[config.mk]
export PLATFORM = sky130hd
export DESIGN_NAME = m4inv_ctrl
export DESIGN_NICKNAME = d
export VERILOG_FILES = /design/src/design/matrix4_inverse_adjugate_core_assert.svh /design/src/design/m4inv_pkg.sv /design/src/design/m4inv_ctrl.sv
export SDC_FILE = /design/constraint.sdc
export NUM_CORES = 1
export LEC_CHECK = 0
export BUFFER_PORTS_ARGS = -buffer_cell sky130_fd_sc_hd__buf_2
export CAP_MARGIN = 20
export CORE_UTILIZATION = 40
export DETAILED_ROUTE_END_ITERATION = 10
export PLACE_DENSITY_LB_ADDON = 0.1
export SLEW_MARGIN = 20
export SYNTH_ARGS = -nofsm -noshare
export SYNTH_HDL_FRONTEND = slang
export SYNTH_SLANG_ARGS = --single-unit
[constraint.sdc]
create_clock -name clk -period 2.2 [get_ports clk]
set_clock_uncertainty 0.05 [all_clocks]
set_input_delay 0.11 -clock clk [delete_from_list [all_inputs] [get_ports clk]]
set_output_delay 0.11 -clock clk [all_outputs]
set_load 0.1 [all_outputs]
[src/design/matrix4_inverse_adjugate_core_assert.svh]
// Assertion macros for the 4x4 matrix inverse core.
`ifndef MATRIX4_INVERSE_ADJUGATE_CORE_ASSERT_SVH
`define MATRIX4_INVERSE_ADJUGATE_CORE_ASSERT_SVH
`define M4I_ASSERT_IMPL(label, clk, rst_n, ante, cons) \
    label: assert property (@(posedge clk) disable iff (!rst_n) (ante) |-> (cons)) \
        else $error("assertion failed");
`define M4I_ASSERT_NEXT(label, clk, rst_n, ante, cons) \
    label: assert property (@(posedge clk) disable iff (!rst_n) (ante) |=> (cons)) \
        else $error("assertion failed");
`endif

[src/design/m4inv_pkg.sv]
// Package: types and constants of the 4x4 matrix inverse core.
package m4inv_pkg;
    localparam int FRAC_BITS_DEF  = 16;
    localparam int DATA_WIDTH_DEF = 32;
    localparam int FIELD_W        = 32;
    localparam int N_ELEM         = 16;
    localparam int IDX_W          = 4;

    typedef struct packed {
        logic [IDX_W-1:0]   element_index;
        logic signed [FIELD_W-1:0] element_value;
        logic               last_element;
    } in_item_t;

    typedef struct packed {
        logic [IDX_W-1:0]   out_index;
        logic signed [FIELD_W-1:0] out_value;
        logic signed [FIELD_W-1:0] determinant;
        logic               singular;
        logic               saturated;
        logic               last_result;
    } out_item_t;

    // datapath operations
    typedef enum logic [3:0] {
        OP_NONE    = 4'd0,
        OP_MIN2    = 4'd1,  // acc2 = a*b
        OP_MIN2S   = 4'd2,  // acc2 -= a*b
        OP_M3ADD   = 4'd3,  // acc3 += product (sign given)
        OP_COFST   = 4'd4,  // store cofactor
        OP_DETACC  = 4'd5,  // det += product
        OP_DIVINIT = 4'd6,
        OP_DIVSTEP = 4'd7,
        OP_EMIT    = 4'd8,
        OP_MULA3   = 4'd9,  // multiplier load: element a, acc2
        OP_MULA4   = 4'd10, // multiplier load: element a, cofactor
        OP_MULSTEP = 4'd11  // one 32-bit limb of the product
    } op_t;

    typedef struct packed {
        op_t        op;
        logic [3:0] ia;     // element index a
        logic [3:0] ib;     // element index b
        logic [3:0] ic;     // cofactor index
        logic       neg;    // subtract in acc3 step
        logic       clr;    // clear accumulator first
    } cmd_t;

    typedef struct packed {
        logic div_done;
        logic mul_done;
    } sts_t;
endpackage

[src/design/m4inv_ctrl.sv]
// Controller: sequences minors, determinant and divisions.
module m4inv_ctrl (
    input  logic            clk,
    input  logic            rst_n,
    input  logic            go,
    input  m4inv_pkg::sts_t sts,
    output m4inv_pkg::cmd_t cmd,
    output logic            busy
);
    typedef enum logic [7:0] {
        S_IDLE = 8'b00000001,
        S_MIN  = 8'b00000010,
        S_M3   = 8'b00000100,
        S_DET  = 8'b00001000,
        S_DM   = 8'b00010000,
        S_DINI = 8'b00100000,
        S_DIV  = 8'b01000000,
        S_EMIT = 8'b10000000
    } state_t;

    state_t state_reg, state_next;
    logic [3:0] k_reg, k_next;    // cofactor / output index
    logic [3:0] s_reg, s_next;    // step within a cofactor

    logic [1:0] row, col;
    logic [1:0] rs [3];
    logic [1:0] cs [3];
    logic [1:0] j, ja, jb, ph;

    always_comb
    begin
        row = k_reg[3:2];
        col = k_reg[1:0];
        for (int t = 0; t < 3; t++)
        begin
            rs[t] = 2'(t) + ((2'(t) >= row) ? 2'd1 : 2'd0);
            cs[t] = 2'(t) + ((2'(t) >= col) ? 2'd1 : 2'd0);
        end
    end

    // 3 terms x (2 products + 1 accumulate) = 9 steps, then store
    always_comb
    begin
        case (s_reg)
            4'd0, 4'd1, 4'd2: j = 2'd0;
            4'd3, 4'd4, 4'd5: j = 2'd1;
            default:          j = 2'd2;
        endcase
        case (s_reg)
            4'd0, 4'd3, 4'd6: ph = 2'd0;
            4'd1, 4'd4, 4'd7: ph = 2'd1;
            default:          ph = 2'd2;
        endcase
        ja = (j == 2'd0) ? 2'd1 : 2'd0;
        jb = (j == 2'd2) ? 2'd1 : 2'd2;
        cmd = '0;
        busy = (state_reg != S_IDLE);
        state_next = state_reg;
        k_next = k_reg;
        s_next = s_reg;
        case (state_reg)
            S_IDLE:
            begin
                if (go)
                begin
                    state_next = S_MIN;
                    k_next = '0;
                    s_next = '0;
                end
            end
            S_MIN:
            begin
                s_next = s_reg + 4'd1;
                if (s_reg == 4'd9)
                begin
                    cmd.op = m4inv_pkg::OP_COFST;
                    cmd.ic = k_reg;
                    cmd.neg = row[0] ^ col[0];
                    s_next = '0;
                    k_next = k_reg + 4'd1;
                    if (k_reg == 4'd15)
                        state_next = S_DET;
                end
                else
                begin
                    case (ph)
                        2'd0:
                        begin
                            cmd.op = m4inv_pkg::OP_MIN2;
                            cmd.ia = {rs[1], cs[ja]};
                            cmd.ib = {rs[2], cs[jb]};
                        end
                        2'd1:
                        begin
                            cmd.op = m4inv_pkg::OP_MIN2S;
                            cmd.ia = {rs[1], cs[jb]};
                            cmd.ib = {rs[2], cs[ja]};
                        end
                        default:
                        begin
                            cmd.op = m4inv_pkg::OP_MULA3;
                            cmd.ia = {rs[0], cs[j]};
                            s_next = s_reg;
                            state_next = S_M3;
                        end
                    endcase
                end
            end
            S_M3:
            begin
                if (sts.mul_done)
                begin
                    cmd.op = m4inv_pkg::OP_M3ADD;
                    cmd.neg = (j == 2'd1);
                    cmd.clr = (j == 2'd0);
                    s_next = s_reg + 4'd1;
                    state_next = S_MIN;
                end
                else
                    cmd.op = m4inv_pkg::OP_MULSTEP;
            end
            S_DET:
            begin
                cmd.op = m4inv_pkg::OP_MULA4;
                cmd.ia = s_reg;
                cmd.ic = s_reg;
                state_next = S_DM;
            end
            S_DM:
            begin
                if (sts.mul_done)
                begin
                    cmd.op = m4inv_pkg::OP_DETACC;
                    cmd.clr = (s_reg == 4'd0);
                    s_next = s_reg + 4'd1;
                    state_next = S_DET;
                    if (s_reg == 4'd3)
                    begin
                        s_next = '0;
                        k_next = '0;
                        state_next = S_DINI;
                    end
                end
                else
                    cmd.op = m4inv_pkg::OP_MULSTEP;
            end
            S_DINI:
            begin
                cmd.op = m4inv_pkg::OP_DIVINIT;
                cmd.ic = {k_reg[1:0], k_reg[3:2]};
                state_next = S_DIV;
            end
            S_DIV:
            begin
                if (sts.div_done)
                    state_next = S_EMIT;
                else
                    cmd.op = m4inv_pkg::OP_DIVSTEP;
            end
            S_EMIT:
            begin
                cmd.op = m4inv_pkg::OP_EMIT;
                cmd.ib = k_reg;
                k_next = k_reg + 4'd1;
                state_next = (k_reg == 4'd15) ? S_IDLE : S_DINI;
            end
            default: state_next = S_IDLE;
        endcase
    end

    always_ff @(posedge clk or negedge rst_n)
    begin
        if (!rst_n)
        begin
            state_reg <= S_IDLE;
            k_reg <= '0;
            s_reg <= '0;
        end
        else
        begin
            state_reg <= state_next;
            k_reg <= k_next;
            s_reg <= s_next;
        end
    end
endmodule

==> flow_metrics.env, run 1 <==
export IMPL_ys_seq_elements=16
export IMPL_synth_edff_count=0
export IMPL_crit_path_max_incr_delay_ns=0.49
export IMPL_cts_buffers=3
export IMPL_power_switching_uw=1880
export IMPL_yosysWarnings=0
export IMPL_antenna_left=0
export IMPL_start_util=0.431
export IMPL_insertion_delay_ns=0.26
export IMPL_htree_levels=1
export IMPL_maxCapViolations=0
export IMPL_die_x_um=66.0
export IMPL_setup_viol=8
export IMPL_worstPathCellList="ha_4 -> buf_4 -> o21bai_2 -> a21boi_0 -> nand3b_1 -> o31a_1 -> o221ai_4 -> buf_12"
export IMPL_crit_arrival_ns=2.29
export IMPL_pwr_share_clk=0.069
export IMPL_rows=22
export IMPL_nets=280
export IMPL_place_gp_congestion=0.887
export IMPL_worst_slack_ns=-0.249
export IMPL_p_comb_frac=0.809
export IMPL_final_core_utilization=0.731
export IMPL_drtIter0Drc=169
export IMPL_hold_path_class="primary input to flop"
export IMPL_path_max_fanout=5
export IMPL_syn_avg_cell_area_um2=7.98
export IMPL_syn_nets=217
export IMPL_seq_power_share=0.121
export IMPL_vias=1961
export IMPL_peakVddDrop_mv=1.12
export IMPL_end_kind="output pin"
export IMPL_worstPathRequired_ns=2.04
export IMPL_portBuffers=23
export IMPL_cts_root_buf="clkbuf_8"
export IMPL_synth_cell_types=60
export IMPL_post_dp_hpwl_mm=3.93
export IMPL_rsz0062_at_grt="true"
export IMPL_grt_pass1_vias=1834
export IMPL_p_sw_frac=0.528
export IMPL_worst_setup_path_start_kind="flop"
export IMPL_coreArea_mm2=0.00380
export IMPL_die_area_mm2=0.00435
export IMPL_relSlewSlack=0.678
export IMPL_overflow=0
export IMPL_async_flop_share=1.00
export IMPL_die_h_um=66.0
export IMPL_path_clk_slew_ns=0.08
export IMPL_grt_pass1_wl_mm=8.62
export IMPL_worst_pin_slew_ns=0.475
export IMPL_syn_cell_area_mm2=0.00164
export IMPL_synthCells=205
export IMPL_finalPower_uw=3560
export IMPL_power_internal_uw=1680
export IMPL_dr_pass1_iters=5
export IMPL_p_leak_uw=0.00119
export IMPL_finalCriticalPeriod_ns=2.45
export IMPL_critPathSlowestCell="dfrtp_2"
export IMPL_ys_seq_area_frac=0.245
export IMPL_multiInputGateArea_mm2=0.00147
export IMPL_max_freq_mhz=408
export IMPL_drc_errors=0
export IMPL_clockBufferDepth=2
export IMPL_fin_crit_sh=1.11
export IMPL_final_hold_viol_count=0
export IMPL_clock_sinks=16
export IMPL_fillers=277
export IMPL_ys_flop_type="dfrtp_1"
export IMPL_avgViaCountPerCell=6.23
export IMPL_wirelength_mm=5.98
export IMPL_pin_count=24
export IMPL_largest_reg_flops=8
export IMPL_n_antenna_cell=0
export IMPL_final_max_slew_violation_count=0
export IMPL_final_layout_size_suffix_gt1_frac=0.517
export IMPL_outcome="finished with violations"
export IMPL_track_usage=0.265
export IMPL_regArea_um2=408
export IMPL_violations="setup timing"
export IMPL_crit_type="flop to output pin"
export IMPL_cts_tree="done"
export IMPL_routedWlPerCell_um=19.0
export IMPL_power_density_mw_per_mm2=1280
export IMPL_antenna_found_initial=0
export IMPL_grt_max_degree=17
export IMPL_syn_to_final_growth_pct=69.7
[layout make-up]
type                       instances  share of cell area
timing repair buffer              67               0.271
clock buffer                       4              0.0162
multi-input combinational        169               0.527
inverter                          11              0.0167
sequential                        16               0.147
tap                               48              0.0216
[through the flow]
step	instance area [µm²]	setup TNS [ns]	std cells	setup WS (ns)	hold slack, ns
final	2780	-1.05	315	-0.249	0.0694
after global routing	2780	-1.68	315	-0.263	0.0721
after CTS	2560	-0.470	303	-0.156	0.0638
after detailed placement	2340	-0.0158	287	-0.0125	0.00874
after global placement	2340	0	287	0.0469	-0.00291
after floorplan	1800	-0.834	205	-0.287	-0.236
[synthesized netlist by cell type (2+ instances only)]
cell type  number  area, µm²
inv_1          11       41.3
o21ai_0         9       45.0
nand3b_1        2       15.0
o221ai_1        3       26.3
nor2b_1         6       37.5
o211ai_1        2       15.0
or2_2           2       12.5
clkbuf_1        4       15.0
nand2_1        19       71.3
nor2_1         24       90.1
nand3_1        19       95.1
nand2b_1        4       25.0
a21o_1          2       15.0
and2_1          3       18.8
a21oi_1         5       25.0
a211o_1         2       17.5
o21bai_1        2       15.0
and4b_1         3       30.0
nor2_2          2       12.5
o31ai_1         5       37.5
dfrtp_1        15        375
o21ai_1         4       20.0
nand4_1         5       31.3
mux2i_1         3       30.0
nor4_4          2       42.5
nor3_1          3       15.0
buf_4           4       30.0
ha_1            7       87.6
xor2_1          2       17.5
[power groups by stage]
stage / Sequential (µW) / Clock (µW) / Combinational, µW
2_1_floorplan: 424 / 0 / 1660
3_3_place_gp: 412 / 0 / 2310
3_5_place_dp: 416 / 0 / 2350
4_1_cts: 424 / 247 / 2520
5_1_grt: 438 / 259 / 3020
6_report: 432 / 247 / 2890
[repair_timing]
item | CTS | global route
buffers inserted | 11 | 12
pin swaps | 8 | 10
endpoints found under the setup margin | 19 | 18
endpoints found under the hold margin | 15 | 0
resized for setup | 21 | 31
hold buffers | 1 | 0
gates cloned | 0 | 0
[placed cells by master, fill, tap and decap left out, types with 3 or more instances in the layout]
master     n
nand3_2    4
nor2b_1    6
nand4_1    5
o21ai_1    6
buf_2      5
clkbuf_8   3
inv_1      8
nor2_2     4
buf_12    19
o31ai_1    3
nand2_1   13
nand2b_1   4
o221ai_4   3
nor2_4     4
a21oi_2    3
nand2_2    5
dfrtp_1   10
ha_4       4
o21ai_0    5
buf_4     36
dfrtp_2    5
nand3_1   15
nor2_1    19
buf_6      6
ha_1       3
and4b_2    3
[metal layers]
metal	part of all wire	wire length (µm)	track usage	up-vias
met5	0	0	0	-
met4	0.019	116	0.120	0
met3	0.058	346	0.0172	11
met2	0.50	2990	0.480	96
met1	0.42	2530	0.316	970
li1	-	-	-	884
[critical path, delay by kind of cell (launching register included)]
kind / cells / cell delay, ns
AOI/OAI and AO/OA: 4 / 0.78
DFF: 1 / 0.49
buffers and inverters: 2 / 0.36
adders and majority gates: 1 / 0.21
and+or+nand+nor: 1 / 0.19
[logic make-up (layout without fill, tap and decap cells)]
kind of cell               count (synthesis)  after routing  synth area share
and+or+nand+nor                          105            105             0.364
AOI/OAI and AO/OA                         51             51             0.243
buffers and inverters                     20             82            0.0596
DFF                                       16             16             0.245
adders and majority gates                  7              7            0.0535
xor gates and xnor gates                   3              3            0.0161
muxes                                      3              3            0.0183
[worst paths after layout]
check	startpoint	end	slack, ns	cells past startpoint
worst min-delay path	go	state_reg[0]	0.07	3
worst min register to register	k_reg[0]	k_reg[0]	0.57	2
worst max-delay path	s_reg[0]	cmd[10]	-0.25	8
min in group asynchronous	rst_n	s_reg[2]	0.26	2
max in group asynchronous	rst_n	state_reg[0]	1.51	2
worst max register to register	s_reg[0]	state_reg[1]	0.02	8
No activity file was read; power rests on OpenSTA's default activity.
==> run 2: changes to the inputs <==
- clock period: 2.2 -> 2.82 ns (I/O delays scaled with it)
==> run 2 against run 1 <==
  * The flow now finishes without violations
  * Sequential power shrank 20%
  * Via count shrank 14%
  * Sequential share of layout area grew 6.1 points
  * Total power shrank 44%
  * Flip-flop and latch count is the same
  * Design area shrank 30%
  * Non-clock buffer count shrank 35
  * Critical endpoint unchanged
==> flow_metrics.env, run 2 (same netlist as run 1, synthesis figures left out) <==
export IMPL_outcome="finished, final reports clean"
export IMPL_power_density_mw_per_mm2=1040
export IMPL_met1Wirelength_mm=2.28
export IMPL_crit_type="flop to output pin"
export IMPL_routedWlPerCell_um=17.4
export IMPL_pin_count=24
export IMPL_grt_pass1_vias=1566
export IMPL_setup_viol=0
export IMPL_antenna_left=0
export IMPL_critPathSlowestCell="dfrtp_1"
export IMPL_wirelength_mm=4.86
export IMPL_relSlewSlack=0.640
export IMPL_nets=245
export IMPL_drc_errors=0
export IMPL_syn_to_final_growth_pct=18.0
export IMPL_antenna_found_initial=0
export IMPL_rows=22
export IMPL_cts_root_buf="clkbuf_8"
export IMPL_worstPathRequired_ns=2.63
export IMPL_worst_setup_path_start_kind="flop"
export IMPL_worstHoldPathCells=3
export IMPL_die_x_um=66.0
export IMPL_max_freq_mhz=377
export IMPL_regArea_um2=402
export IMPL_coreArea_mm2=0.00380
export IMPL_met2WireLength_mm=2.22
export IMPL_multiInputGateArea_mm2=0.00118
export IMPL_portBuffers=23
export IMPL_final_max_slew_violation_count=0
export IMPL_drtIter0Drc=85
export IMPL_place_gp_congestion=0.914
export IMPL_placedCellCount=272
export IMPL_die_h_um=66.0
export IMPL_final_cell_mix="24 x nor2_1, 19 x nand3_1, 19 x nand2_1, 19 x buf_2, 15 x dfrtp_1"
export IMPL_finalNonFillerCells=280
export IMPL_worst_pin_slew_ns=0.539
export IMPL_crit_path_max_incr_delay_ns=0.44
export IMPL_worstPathCellList="ha_1 -> or3_1 -> nor2_2 -> mux2i_1 -> o31a_1 -> o221ai_2 -> buf_6"
export IMPL_rsz0062_at_grt="false"
export IMPL_clock_sinks=16
export IMPL_path_max_fanout=8
export IMPL_holdCritStartpoint="go"
export IMPL_overflow=0
export IMPL_crit_arrival_ns=2.46
export IMPL_dr_pass1_iters=4
export IMPL_final_layout_size_suffix_gt1_frac=0.250
export IMPL_final_common_cell="nor2_1"
export IMPL_clockBufferDepth=2
export IMPL_route_met3_wl_um=282
export IMPL_avgViaCountPerCell=6.01
export IMPL_cts_buffers=3
export IMPL_crit_path_start="s_reg[1]"
export IMPL_totalNegativeSetupSlack_ns=0
export IMPL_end_kind="output pin"
export IMPL_final_hold_viol_count=0
export IMPL_insertion_delay_ns=0.25
export IMPL_post_dp_hpwl_mm=3.68
export IMPL_track_usage=0.235
export IMPL_n_antenna_cell=0
export IMPL_largest_reg_flops=8
export IMPL_peakVddDrop_mv=0.724
export IMPL_fillers=393
export IMPL_start_util=0.431
export IMPL_grt_max_degree=17
export IMPL_fin_crit_sh=0.939
export IMPL_htree_levels=1
export IMPL_hold_path_class="primary input to flop"
export IMPL_maxCapViolations=0
export IMPL_worstReg2RegStart="k_reg[0]"
export IMPL_p_leak_uw=0.000902
export IMPL_maxUsedRoutingLayer="met4"
export IMPL_grt_pass1_wl_mm=7.69
export IMPL_vias=1682
export IMPL_die_area_mm2=0.00435
export IMPL_reg2regPathDepth=6
export IMPL_cts_tree="done"
export IMPL_finalCriticalPeriod_ns=2.65
export IMPL_path_clk_slew_ns=0.07
[run 2: cell types whose count changed in the layout (fill, tap and decap cells not counted), moves of 5 or more]
cell and delta:
dfrtp_2 -5, buf_4 -28, buf_6 -5, buf_2 +14, buf_12 -19, nand2_2 -5
nand2_1 +6, dfrtp_1 +5, nor2_1 +5
[run 2: worst paths after layout]
kind	endpoint	slack (ns)
setup / recovery	cmd[10]	0.17
hold / removal	state_reg[0]	0.11
setup reg to reg	state_reg[1]	0.53
hold reg to reg	k_reg[1]	0.64
max in group asynchronous	state_reg[0]	2.10
min in group asynchronous	state_reg[4]	0.29
[run 2: worst max-delay path, delay by kind of cell, from the launching register on]
kind / cells / cell delay (ns)
and+or+nand+nor: 2 / 0.60
DFF: 1 / 0.44
AOI/OAI and AO/OA: 2 / 0.44
adders and majority gates: 1 / 0.33
buffers and inverters: 1 / 0.25
muxes: 1 / 0.14
[run 2: repair_timing]
action                                  in CTS  in global routing
hold buffers                                 1                  0
endpoints found under the setup margin       0                  6
setup buffers                                0                  3
resized for setup                            0                  9
hold endpoints to repair                    15                  0
[run 2: stage by stage]
stage | power (µW) | worst slack [ns] | util | instance area [µm²] | hold WS (ns)
after global placement | 1720 | 0.341 | 0.480 | 1820 | 0.0291
after global routing | 2110 | 0.0118 | 0.509 | 1930 | 0.133
after detailed placement | 1740 | 0.272 | 0.480 | 1820 | 0.0372
final | 2000 | 0.171 | 0.509 | 1930 | 0.108
after floorplan | 1510 | -0.140 | - | 1670 | -0.205
after CTS | 1930 | 0.00262 | 0.495 | 1880 | 0.119
[run 2: layout make-up]
| cell class | instances | share of cell area |
|---|---|---|
| sequential | 16 | 0.208 |
| inverter | 11 | 0.0214 |
| multi-input combinational | 169 | 0.613 |
| tap | 48 | 0.0311 |
| clock buffer | 4 | 0.0233 |
| timing repair buffer | 32 | 0.103 |
[run 2: per-layer routing]
metal,track usage,up-vias
met2,0.383,54
met1,0.319,815
li1,-,806
met4,0.0798,0
met5,0,-
met3,0.0259,7
[run 2: report_power, final]
group	total, µW	switching (µW)	internal, µW
clock network	190	89.2	100
registers	345	72.2	273
logic	1470	1040	429
total	2000	1200	803
==> run 3: changes to the inputs <==
- ABC_AREA: not set -> 1
==> run 3 against run 2 <==
  * Sequential share of layout area stayed put
  * Critical endpoint is now cmd[11]
  * Clock power is 12% higher
  * Global-route usage is 0.56 points lower
  * Worst setup slack better by 0.052 ns
  * Wire length is 3.2% lower
  * Clock-buffer cell count stayed put
  * Largest cell class unchanged
  * Synthesized cell count is 24% higher
  * First-iteration DRC count is 15% higher
  * Cell count is 18% higher
  * Die area is 3.8% higher
  * Via count is 3.1% higher
==> flow_metrics.env, run 3 <==
export IMPL_outcome="finished, final reports clean"
export IMPL_ys_seq_area_frac=0.236
export IMPL_place_gp_congestion=0.947
export IMPL_die_h_um=67.2
export IMPL_placedCellCount=324
export IMPL_max_freq_mhz=385
export IMPL_cts_buffers=3
export IMPL_vias=1734
export IMPL_synthCells=254
export IMPL_routedWlPerCell_um=14.3
export IMPL_p_leak_uw=0.00101
export IMPL_yosysMostFrequentCell="nand2_1"
export IMPL_finalCriticalPeriod_ns=2.60
export IMPL_synthTopCellsByArea="dfrtp_1 22%, nand2_1 17%, nand3_1 7.1%, inv_1 6.4%, ha_1 5.2%"
export IMPL_power_density_mw_per_mm2=1080
export IMPL_drtIter0Drc=98
export IMPL_worstPathRequired_ns=2.63
export IMPL_fillers=435
export IMPL_nets=292
export IMPL_relSlewSlack=0.646
export IMPL_cp_common_cell="nand2_1"
export IMPL_end_kind="output pin"
export IMPL_post_dp_hpwl_mm=3.80
export IMPL_crit_path_max_incr_delay_ns=0.44
export IMPL_regArea_um2=402
export IMPL_async_flop_share=1.00
export IMPL_worst_pin_slew_ns=0.527
export IMPL_insertion_delay_ns=0.26
export IMPL_peakVddDrop_mv=0.641
export IMPL_dr_pass1_iters=5
export IMPL_synth_edff_count=0
export IMPL_die_x_um=67.2
export IMPL_syn_avg_cell_area_um2=6.69
export IMPL_cts_tree="done"
export IMPL_cp_top_family="simple AND/OR/NAND/NOR gates"
export IMPL_postCtsResizedCells=0
export IMPL_final_cell_mix="76 x nand2_1, 29 x inv_1, 24 x nand3_1"
export IMPL_syn_nets=266
export IMPL_multiInputGateArea_mm2=0.00114
export IMPL_path_clk_slew_ns=0.07
export IMPL_antenna_found_initial=0
export IMPL_antenna_left=0
export IMPL_die_area_mm2=0.00452
export IMPL_final_max_slew_violation_count=0
export IMPL_finalNonFillerCells=329
export IMPL_start_util=0.422
export IMPL_setup_viol=0
export IMPL_grt_max_degree=17
export IMPL_synthTopCellsByCount="76 x nand2_1, 29 x inv_1, 24 x nand3_1"
export IMPL_clockBufferDepth=2
export IMPL_cts_root_buf="clkbuf_8"
export IMPL_yosysTopAreaCellShare=0.221
export IMPL_n_antenna_cell=0
export IMPL_grt_pass1_wl_mm=7.62
export IMPL_final_common_cell="nand2_1"
export IMPL_avgViaCountPerCell=5.27
export IMPL_ys_seq_elements=16
export IMPL_worstPathCellList="inv_1 -> ha_1 -> inv_1 -> nand2_1 -> nand2_1 -> nand2_1 -> nor2_1 -> nand2_1 -> nand2_1 -> nand3_1 -> o21ai_2 -> buf_2"
export IMPL_yosysWarnings=0
export IMPL_htree_levels=1
export IMPL_largest_reg_flops=8
export IMPL_rsz0062_at_grt="false"
export IMPL_rows=23
export IMPL_critPathSlowestCell="dfrtp_1"
export IMPL_cp_num_buf_inv=3
export IMPL_pin_count=24
export IMPL_synth_largest_area_cell="dfrtp_1"
export IMPL_synth_cell_types=35
export IMPL_fin_crit_sh=0.921
export IMPL_drc_errors=0
export IMPL_final_hold_viol_count=0
export IMPL_crit_type="flop to output pin"
export IMPL_hold_path_class="primary input to flop"
export IMPL_syn_cell_area_mm2=0.00170
export IMPL_overflow=0
export IMPL_coreArea_mm2=0.00403
export IMPL_ys_flop_type="dfrtp_1"
export IMPL_syn_to_final_growth_pct=13.6
export IMPL_crit_arrival_ns=2.41
export IMPL_reg2reg_slack_ns=0.83
export IMPL_grt_pass1_vias=1613
export IMPL_track_usage=0.229
export IMPL_worst_setup_path_start_kind="flop"
export IMPL_path_max_fanout=6
export IMPL_clock_sinks=16
export IMPL_portBuffers=23
export IMPL_final_layout_size_suffix_gt1_frac=0.237
export IMPL_maxCapViolations=0
export IMPL_final_core_utilization=0.480
export IMPL_wirelength_mm=4.70
-- run 3: cell types whose count changed in the layout (fill, tap and decap cells not counted), sizes merged, moves of 4 or more --
cell,previous run,this run
nand2,19,83
nand2b,4,0
nand4,5,11
inv,11,39
and4b,4,0
nor2b,6,0
nand3,19,28
buf,28,23
o31ai,5,0
-- run 3: metrics by stage --
stage | hold slack (ns) | setup TNS (ns) | instance area, µm² | setup slack (ns) | total power, µW
2_1_floorplan | -0.205 | -1.02 | 1710 | -0.428 | 1620
3_3_place_gp | 0.0307 | 0 | 1870 | 0.558 | 1860
3_5_place_dp | 0.0374 | 0 | 1870 | 0.506 | 1860
4_1_cts | 0.0741 | 0 | 1930 | 0.214 | 2080
5_1_grt | 0.0827 | 0 | 1930 | 0.0430 | 2220
6_report | 0.0767 | 0 | 1930 | 0.223 | 2080
-- run 3: worst paths after layout --
check	startpoint	to	cells after the start
worst max-delay path	s_reg[1]	cmd[11]	12
worst min-delay path	sts[0]	state_reg[4]	2
worst max register to register	s_reg[0]	state_reg[1]	10
worst min register to register	state_reg[1]	state_reg[1]	2
max in group asynchronous	rst_n	state_reg[0]	2
min in group asynchronous	rst_n	k_reg[0]	2
-- run 3: routing by layer --
metal	routed length, µm	up-vias	GRT usage
met5	0	-	0
met4	45	0	0.0878
met3	282	4	0.0304
met2	2150	55	0.365
met1	2220	783	0.312
li1	-	892	-
-- run 3: area by class of cell --
cell class,count,share of cell area
clock buffers,4,0.0285
repair buffers,24,0.0648
well taps,50,0.0324
flip-flops and latches,16,0.208
inverters,39,0.0758
multi-input cells,196,0.591
-- run 3: cells by family after synthesis --
group                    synth area share
AO/OA/AOI/OAI                       0.106
XOR/XNOR                           0.0155
adder cells (fa/ha/maj)            0.0515
buffers and inverters              0.0993
flip-flops                          0.236
AND/OR/NAND/NOR                     0.492
-- run 3: worst reg2reg max path, stage by stage, from the launching register on --
cell and delay, ns:
dfrtp_1 0.43, inv_1 0.13, ha_1 0.26, o21ai_1 0.16, o21ai_2 0.16, nor2_4 0.24
inv_2 0.09, nand2_2 0.11, nand3_2 0.13, nand2_1 0.08, nand2_1 0.04
-- run 3: power breakdown --
| group | switching [µW] | internal, µW | total [µW] |
|---|---|---|---|
| clock | 89.0 | 124 | 213 |
| sequential | 55.4 | 274 | 329 |
| combinational | 1190 | 346 | 1540 |
-- run 3: repair_timing --
| action | in CTS | in global routing |
|---|---|---|
| hold buffers | 1 | 0 |
| endpoints found under the hold margin | 15 | 0 |
| buffers inserted | 0 | 0 |
